## src/sv/pmas_pkg.sv

```systemverilog
package pmas_pkg;

	// Width of every duration figure
	localparam int unsigned VALUE_W = 31;
	// Width of the reported fill count
	localparam int unsigned FILL_OUT_W = 5;
	// Width of the channel field
	localparam int unsigned CHAN_W = 2;

	// Action codes
	localparam logic ACT_RECORD = 1'b0;
	localparam logic ACT_REPORT = 1'b1;

	typedef struct packed {
		logic                action;
		logic [CHAN_W-1:0]   channel;
		logic [VALUE_W-1:0]  sample;
	} req_t;

	typedef struct packed {
		logic [VALUE_W-1:0]    current_value;
		logic [VALUE_W-1:0]    minimum_value;
		logic [VALUE_W-1:0]    maximum_value;
		logic [VALUE_W-1:0]    average_value;
		logic [FILL_OUT_W-1:0] fill_count;
	} rsp_t;

	// Status of the serial divider
	typedef struct packed {
		logic busy;
		logic done;
	} div_stat_t;

endpackage

```

## src/sv/per_channel_moving_average_stats_core.sv

```systemverilog
// Per-channel running statistics. Each request names a channel; a record
// request stores its sample as the current value, updates minimum and
// maximum (the first sample of a channel sets both), enters it into a ring
// of the last WINDOW samples and recomputes the truncated average of the
// ring. A report request returns the stored figures unchanged; a channel
// at or above CHANNELS returns all zeros. Every request yields one response.
// A report goes straight to the response state. A record passes through the
// update states and a serial divider over the SUM_W-bit sum (SUM_W = 31 +
// clog2(WINDOW), 35 by default), one quotient bit per cycle; once the window
// is full, a state ahead of these reads the oldest sample back from the sample
// RAM. The block takes one request at a time; a finished response waits in
// the output register while the next request is taken.
module per_channel_moving_average_stats_core
	import pmas_pkg::*;
#(
	parameter int unsigned CHANNELS = 4,
	parameter int unsigned WINDOW   = 16
) (
	input  logic clk,
	input  logic arst_n,
	input  logic req_valid,
	output logic req_ready,
	input  req_t req,
	output logic rsp_valid,
	input  logic rsp_ready,
	output rsp_t rsp
);

	localparam int unsigned CI_W  = (CHANNELS > 1) ? $clog2(CHANNELS) : 1;
	localparam int unsigned SL_W  = (WINDOW > 1) ? $clog2(WINDOW) : 1;
	localparam int unsigned FL_W  = $clog2(WINDOW + 1);
	localparam int unsigned SUM_W = VALUE_W + $clog2(WINDOW);
	localparam int unsigned DEPTH = CHANNELS * WINDOW;
	localparam int unsigned AW    = (DEPTH > 1) ? $clog2(DEPTH) : 1;

	localparam logic [2:0] ST_IDLE = 3'd0;
	localparam logic [2:0] ST_RD   = 3'd1;
	localparam logic [2:0] ST_SUB  = 3'd2;
	localparam logic [2:0] ST_ADD  = 3'd3;
	localparam logic [2:0] ST_DIV  = 3'd4;
	localparam logic [2:0] ST_DONE = 3'd5;

	logic [2:0]         state_q;
	logic               act_q;
	logic [CHAN_W-1:0]  ch_q;
	logic [VALUE_W-1:0] smp_q;
	logic               full_q;
	logic [SUM_W-1:0]   acc_q;

	logic [SUM_W-1:0]   sum_q  [CHANNELS];
	logic [FL_W-1:0]    fill_q [CHANNELS];
	logic [SL_W-1:0]    slot_q [CHANNELS];
	logic [VALUE_W-1:0] last_q [CHANNELS];
	logic [VALUE_W-1:0] low_q  [CHANNELS];
	logic [VALUE_W-1:0] high_q [CHANNELS];
	logic [VALUE_W-1:0] mean_q [CHANNELS];

	logic               rsp_valid_q;
	rsp_t               rsp_q;

	logic [CI_W-1:0]    ci;
	logic [CI_W-1:0]    req_ci;
	logic               ch_ok;
	logic               req_ch_ok;
	logic [SUM_W-1:0]   new_sum;
	logic [FL_W-1:0]    new_fill;
	logic [AW-1:0]      ram_addr;
	logic               ram_en;
	logic               ram_we;
	logic [VALUE_W-1:0] ram_rdata;
	logic               div_start;
	logic [SUM_W-1:0]   div_quo;
	div_stat_t          div_stat;

	assign ci        = CI_W'(ch_q);
	assign req_ci    = CI_W'(req.channel);
	assign ch_ok     = (32'(ch_q) < CHANNELS);
	assign req_ch_ok = (32'(req.channel) < CHANNELS);

	// Ring update: oldest sample already dropped in acc_q, add the new one
	assign new_sum  = acc_q + SUM_W'(smp_q);
	assign new_fill = full_q ? fill_q[ci] : fill_q[ci] + 1'b1;

	// Sample RAM: read the oldest entry, later overwrite the same slot
	assign ram_addr  = AW'(ci) * AW'(WINDOW) + AW'(slot_q[ci]);
	assign ram_en    = (state_q == ST_RD) || (state_q == ST_ADD);
	assign ram_we    = (state_q == ST_ADD);
	assign div_start = (state_q == ST_ADD);

	pmas_ram #(
		.WIDTH (VALUE_W),
		.DEPTH (DEPTH)
	) u_ram (
		.clk   (clk),
		.en    (ram_en),
		.we    (ram_we),
		.addr  (ram_addr),
		.wdata (smp_q),
		.rdata (ram_rdata)
	);

	pmas_div #(
		.NUM_W (SUM_W),
		.DEN_W (FL_W)
	) u_div (
		.clk      (clk),
		.arst_n   (arst_n),
		.start    (div_start),
		.dividend (new_sum),
		.divisor  (new_fill),
		.quotient (div_quo),
		.stat     (div_stat)
	);

	assign req_ready = (state_q == ST_IDLE);
	assign rsp_valid = rsp_valid_q;
	assign rsp       = rsp_q;

	// Sequencer and per-channel statistics
	always_ff @(posedge clk or negedge arst_n) begin
		if (!arst_n) begin
			state_q     <= ST_IDLE;
			rsp_valid_q <= 1'b0;
			for (int i = 0; i < CHANNELS; i++) begin
				sum_q[i]  <= '0;
				fill_q[i] <= '0;
				slot_q[i] <= '0;
				last_q[i] <= '0;
				low_q[i]  <= '0;
				high_q[i] <= '0;
				mean_q[i] <= '0;
			end
		end else begin
			// Drop the response once transferred, unless the next one is loaded
			if (rsp_valid_q && rsp_ready && state_q != ST_DONE) begin
				rsp_valid_q <= 1'b0;
			end
			unique case (state_q)
				ST_IDLE: begin
					if (req_valid) begin
						if (!req_ch_ok || req.action == ACT_REPORT) begin
							state_q <= ST_DONE;
						end else if (fill_q[req_ci] == FL_W'(WINDOW)) begin
							state_q <= ST_RD;
						end else begin
							state_q <= ST_SUB;
						end
					end
				end
				ST_RD: begin
					state_q <= ST_SUB;
				end
				ST_SUB: begin
					state_q <= ST_ADD;
				end
				ST_ADD: begin
					sum_q[ci]  <= new_sum;
					fill_q[ci] <= new_fill;
					last_q[ci] <= smp_q;
					if (fill_q[ci] == '0) begin
						low_q[ci]  <= smp_q;
						high_q[ci] <= smp_q;
					end else begin
						if (smp_q > high_q[ci]) begin
							high_q[ci] <= smp_q;
						end
						if (smp_q < low_q[ci]) begin
							low_q[ci] <= smp_q;
						end
					end
					if (slot_q[ci] == SL_W'(WINDOW - 1)) begin
						slot_q[ci] <= '0;
					end else begin
						slot_q[ci] <= slot_q[ci] + 1'b1;
					end
					state_q <= ST_DIV;
				end
				ST_DIV: begin
					if (div_stat.done) begin
						mean_q[ci] <= div_quo[VALUE_W-1:0];
						state_q    <= ST_DONE;
					end
				end
				ST_DONE: begin
					if (!rsp_valid_q || rsp_ready) begin
						rsp_valid_q <= 1'b1;
						state_q     <= ST_IDLE;
					end
				end
				default: begin
					state_q <= ST_IDLE;
				end
			endcase
		end
	end

	// Request capture, sum staging and response load
	always_ff @(posedge clk) begin
		if (state_q == ST_IDLE && req_valid) begin
			act_q  <= req.action;
			ch_q   <= req.channel;
			smp_q  <= req.sample;
			full_q <= req_ch_ok && (fill_q[req_ci] == FL_W'(WINDOW));
		end
		// Hold the sum less the oldest sample when the window is full
		if (state_q == ST_SUB) begin
			acc_q <= sum_q[ci] - (full_q ? SUM_W'(ram_rdata) : '0);
		end
		if (state_q == ST_DONE && (!rsp_valid_q || rsp_ready)) begin
			if (ch_ok) begin
				rsp_q.current_value <= last_q[ci];
				rsp_q.minimum_value <= low_q[ci];
				rsp_q.maximum_value <= high_q[ci];
				rsp_q.average_value <= mean_q[ci];
				rsp_q.fill_count    <= FILL_OUT_W'(fill_q[ci]);
			end else begin
				rsp_q <= '0;
			end
		end
	end

	// A report never reaches the arithmetic states
	a_report_skips_math: assert property (@(posedge clk) disable iff (!arst_n)
		(state_q == ST_SUB || state_q == ST_ADD) |-> act_q == ACT_RECORD && ch_ok)
		else $error("report request entered the update path");

	// Divider finishes only while the sequencer waits for it
	a_div_done_in_div: assert property (@(posedge clk) disable iff (!arst_n)
		div_stat.done |-> state_q == ST_DIV)
		else $error("divider done outside the divide state");

	// Divider is running right after the ring update
	a_add_starts_div: assert property (@(posedge clk) disable iff (!arst_n)
		state_q == ST_ADD |=> state_q == ST_DIV && div_stat.busy)
		else $error("divider not started after update");

	// Until the window fills, the write slot tracks the fill count
	a_slot_tracks_fill: assert property (@(posedge clk) disable iff (!arst_n)
		(ch_ok && fill_q[ci] != FL_W'(WINDOW)) |-> 32'(slot_q[ci]) == 32'(fill_q[ci]))
		else $error("write slot out of step with fill count");

endmodule

```

## src/sv/pmas_ram.sv

```systemverilog
module pmas_ram #(
	parameter int unsigned WIDTH = 31,
	parameter int unsigned DEPTH = 64,
	localparam int unsigned AW = (DEPTH > 1) ? $clog2(DEPTH) : 1
) (
	input  logic             clk,
	input  logic             en,
	input  logic             we,
	input  logic [AW-1:0]    addr,
	input  logic [WIDTH-1:0] wdata,
	output logic [WIDTH-1:0] rdata
);

	logic [WIDTH-1:0] mem_q [DEPTH];
	logic [WIDTH-1:0] rdata_q;

	// Write or read one entry per cycle, read data registered
	always_ff @(posedge clk) begin
		if (en) begin
			if (we) begin
				mem_q[addr] <= wdata;
			end else begin
				rdata_q <= mem_q[addr];
			end
		end
	end

	assign rdata = rdata_q;

endmodule

```

## src/sv/pmas_div.sv

```systemverilog
module pmas_div
	import pmas_pkg::*;
#(
	parameter int unsigned NUM_W = 35,
	parameter int unsigned DEN_W = 5
) (
	input  logic             clk,
	input  logic             arst_n,
	input  logic             start,
	input  logic [NUM_W-1:0] dividend,
	input  logic [DEN_W-1:0] divisor,
	output logic [NUM_W-1:0] quotient,
	output div_stat_t        stat
);

	localparam int unsigned CNT_W = $clog2(NUM_W + 1);

	logic             run_q;
	logic             done_q;
	logic [CNT_W-1:0] cnt_q;
	logic [NUM_W-1:0] quo_q;
	logic [DEN_W-1:0] rem_q;
	logic [DEN_W-1:0] den_q;
	logic [DEN_W:0]   rem_sh;
	logic [DEN_W:0]   rem_diff;
	logic             ge;

	// Bring down the next dividend bit and try one subtract
	assign rem_sh   = {rem_q, quo_q[NUM_W-1]};
	assign rem_diff = rem_sh - {1'b0, den_q};
	assign ge       = (rem_sh >= {1'b0, den_q});

	// Control: count quotient bits, pulse done after the last one
	always_ff @(posedge clk or negedge arst_n) begin
		if (!arst_n) begin
			run_q  <= 1'b0;
			done_q <= 1'b0;
			cnt_q  <= '0;
		end else begin
			done_q <= 1'b0;
			if (start) begin
				run_q <= 1'b1;
				cnt_q <= CNT_W'(NUM_W);
			end else if (run_q) begin
				cnt_q <= cnt_q - 1'b1;
				if (cnt_q == CNT_W'(1)) begin
					run_q  <= 1'b0;
					done_q <= 1'b1;
				end
			end
		end
	end

	// Datapath: one quotient bit per cycle
	always_ff @(posedge clk) begin
		if (start) begin
			quo_q <= dividend;
			rem_q <= '0;
			den_q <= divisor;
		end else if (run_q) begin
			quo_q <= {quo_q[NUM_W-2:0], ge};
			rem_q <= ge ? rem_diff[DEN_W-1:0] : rem_sh[DEN_W-1:0];
		end
	end

	assign quotient  = quo_q;
	assign stat.busy = run_q;
	assign stat.done = done_q;

endmodule

```

## config.mk

```make
export PLATFORM = sky130hd
export DESIGN_NAME = per_channel_moving_average_stats_core
export DESIGN_NICKNAME = d
export VERILOG_FILES = /design/src/sv/pmas_pkg.sv /design/src/sv/per_channel_moving_average_stats_core.sv /design/src/sv/pmas_ram.sv /design/src/sv/pmas_div.sv
export SDC_FILE = /design/constraint.sdc
export NUM_CORES = 2
export LEC_CHECK = 0
export BUFFER_PORTS_ARGS = -buffer_cell sky130_fd_sc_hd__buf_4
export CAP_MARGIN = 10
export CORE_AREA = 2 2 461 463
export DETAILED_ROUTE_END_ITERATION = 16
export DIE_AREA = 0 0 463 465
export PLACE_DENSITY_LB_ADDON = 0.12
export SLEW_MARGIN = 5
export SYNTH_ARGS = -nofsm -noshare
export SYNTH_HDL_FRONTEND = slang
export SYNTH_SLANG_ARGS = --single-unit
```

## constraint.sdc

```tcl
create_clock -name clk -period 10.6 [get_ports clk]
set_clock_uncertainty 0.1 [all_clocks]
set_input_delay 1.06 -clock clk [delete_from_list [all_inputs] [get_ports clk]]
set_output_delay 1.06 -clock clk [all_outputs]
set_load 0.02 [all_outputs]
```

==> impl_metrics.py <==
metrics = {
    "die": {
        "core_area_sq_um": 211000,
        "die_w_microns": 463,
        "start_util_pct": 54.5,
        "design.portCount": 169,
        "die_y_microns": 465,
        "die-area_sq_um": 215000,
        "num_rows": 169,
    },
    "timing": {
        "rsz0062_at_grt": "no",
        "max_freq_mhz": 159,
        "tightest_slew_ns": 1.33,
        "whs_ns": 0.104,
        "slew_headroom_pct": 11.4,
        "tns_ns": 0,
        "hold_viol_final": 0,
        "fin_crit_ns": 6.29,
        "slew_viol_final": 0,
        "setup_violations": 0,
        "post-route-period-util_pct": 59.4,
    },
    "global_route": {
        "grt.total_usage_pct": 32.0,
        "grt_pass1_wl_microns": 495000,
        "antenna_found_initial": 21,
        "overflow": 0,
        "grt_max_degree": 159,
        "first_global_vias": 67200,
    },
    "cells_and_area": {
        "drive_above_1_share_pct": 19.9,
        "nNetsFinal": 7588,
        "multiInputGateArea_sq_um": 28600,
        "fin_cells": 10500,
        "fillers": 15500,
        "seqCellArea_sq_um": 84900,
        "syn2layout_area_growth_pct": 13.4,
        "final_area_sq_um": 130000,
    },
    "drt": {
        "firstDrtPassIters": 6,
        "route.vias.total": 69000,
        "viasPerCell": 6.60,
        "ant_nets": 0,
        "drc": 0,
        "drtIter0Drc": 10100,
        "wire_per_inst_microns": 33.1,
        "wirelength_microns": 347000,
    },
    "logic_synthesis": {
        "synth_area_per_cell_sq_um": 16.1,
        "netlist_area_sq_um": 115000,
        "synth_seq_area_share_pct": 73.8,
        "synth_ff_type": "edfxtp_1",
        "synth-async-reset-ratio_pct": 23.2,
        "synth.net_count": 7300,
        "synthTopCellsByCount": "edfxtp_1 (2253), nand2_1 (782), a22oi_1 (717)",
        "post-synth-top-count-cell": "edfxtp_1",
        "netlist_instances": 7126,
        "synth_area_leader_cell": "edfxtp_1",
        "synth-seq-cells": 2942,
        "synth_edf_count": 2253,
        "synth_area_leaders": "edfxtp_1 (59%), dfrtp_1 (15%), a22oi_1 (4.7%)",
        "yosysTopAreaCellShare_pct": 58.8,
        "synth_cell_type_count": 76,
        "yosys_warnings": 0,
    },
    "worst_hold_path": {
        "hold_class": "input port to async pin",
    },
    "placement": {
        "numPortBuffers": 168,
        "placed_area_sq_um": 121000,
        "place.gp.congestion": 0.954,
        "placed_cells": 9920,
        "dpl.hpwl_microns": 203000,
    },
    "critical_path": {
        "setup.worst_path.end_class": "flip-flop",
        "worstSetupStartpointType": "flip-flop",
        "worst_r2r_path_depth": 12,
        "worstPathArrival_ns": 6.81,
        "crit_type": "flip-flop to flip-flop",
        "crit_required_ns": 11.12,
        "path_max_fanout": 105,
        "r2r_slack_ns": 4.31,
    },
    "cts": {
        "postCtsSetupBuffers": 0,
        "path_clk_slew_ns": 0.06,
        "clk_latency_ns": 0.97,
        "h-tree-depth": 5,
        "cts_sinks": 2942,
        "cts_max_path_buffers": 4,
        "holdBufCountCts": 0,
        "cts_resized": 0,
        "cts_tree": "yes",
        "root_buffer": "clkbuf_16",
        "cts_buffers": 313,
    },
    "pwr": {
        "peakVddDrop_uv": 289,
        "leakage_uw": 0.0464,
        "p_per_area_nw_per_um2": 271,
    },
    "status": {
        "outcome": "completed",
    },
    "flow_run": {
        "maxCapViolCount": 0,
    },
}
-- final timing paths --
path / start / endpoint
setup / recovery: ch_q[1] / u_ram.rdata[29]
hold / removal: arst_n / mean_q[49]
setup reg to reg: ch_q[1] / u_ram.rdata[29]
hold reg to reg: sum_q[65] / sum_q[65]
max in group asynchronous: arst_n / low_q[109]
min in group clk: req[15] / smp_q[15]
-- per-stage QoR --
stage               total power [uW]  utilization, %  worst slack (ns)
floorplan                      21000               -              3.42
global placement               24800            57.3              3.61
detailed placement             25000            57.3              4.50
CTS                            35300            61.9              4.53
global route                   36700            61.9              4.22
finish                         35400            61.9              4.31
-- critical path: stages (launching register included) --
cell	delay (ns)
edfxtp_1	0.37
buf_12	0.52
buf_4	0.71
mux2i_1	0.25
mux2_2	0.38
buf_4	0.50
nor3_2	0.13
buf_4	0.31
buf_12	0.30
a22oi_1	0.26
a41oi_1	0.49
nor4_1	1.21
nand3_1	0.19
-- power breakdown --
| part | internal [uW] | total, uW | leakage [uW] | switching, uW |
|---|---|---|---|---|
| Combinational | 3360 | 9800 | 0.0124 | 6440 |
| Sequential | 14300 | 15100 | 0.0293 | 838 |
| Clock | 6080 | 10400 | 0.00470 | 4350 |
| Total | 23700 | 35400 | 0.0464 | 11600 |
-- metal layers --
| metal | wire length [microns] | global-route usage, % |
|---|---|---|
| met1 | 134000 | 44.7 |
| met2 | 158000 | 48.6 |
| met3 | 36600 | 6.56 |
| met4 | 18600 | 15.2 |
| met5 | 78 | 0 |
-- area by class of cell --
class | count | area share [%]
diodes | 4 | 0.00767
clock buffers | 420 | 6.62
clock inverters | 118 | 0.752
inverters | 99 | 0.285
multi-input cells | 3638 | 21.9
flip-flops and latches | 2942 | 65.1
well taps | 2821 | 2.71
repair buffers | 420 | 2.63
-- cell families after synthesis --
kind of cell,Yosys count,share of synthesized area (%)
flops,2942,73.8
mux,602,7.56
simple gates,1173,4.33
xor+xnor,73,0.556
compound gates,1654,10.3
fa+ha+maj,136,1.50
buf+inv,546,1.98
-- sequential cells by signal, indices dropped and copies added (netlist names), 2 cells and up --
name            flops
sum_q             140
state_q             3
ch_q                2
acc_q              35
u_ram.mem_q      1984
slot_q             16
smp_q              31
u_ram.rdata        31
u_div.quotient     35
rsp               129
high_q            124
u_div.rem_q         5
u_div.den_q         5
u_div.cnt_q         6
low_q             124
last_q            124
mean_q            124
fill_q             20
-- cell usage in the layout (no fill, tap or decap), types with 98 or more instances in the layout --
cell type	synthesis	layout
inv_1	98	98
mux4_2	173	172
ha_1	133	133
edfxtp_1	2253	2253
a41oi_1	106	106
a21oi_1	144	144
nand2_1	782	779
a22oi_1	717	717
buf_4	3	397
clkbuf_16	0	325
o21ai_0	237	236
mux2_2	392	393
a221oi_1	108	108
dfrtp_1	684	684
Note: power is estimated with default switching activity, not from simulation.
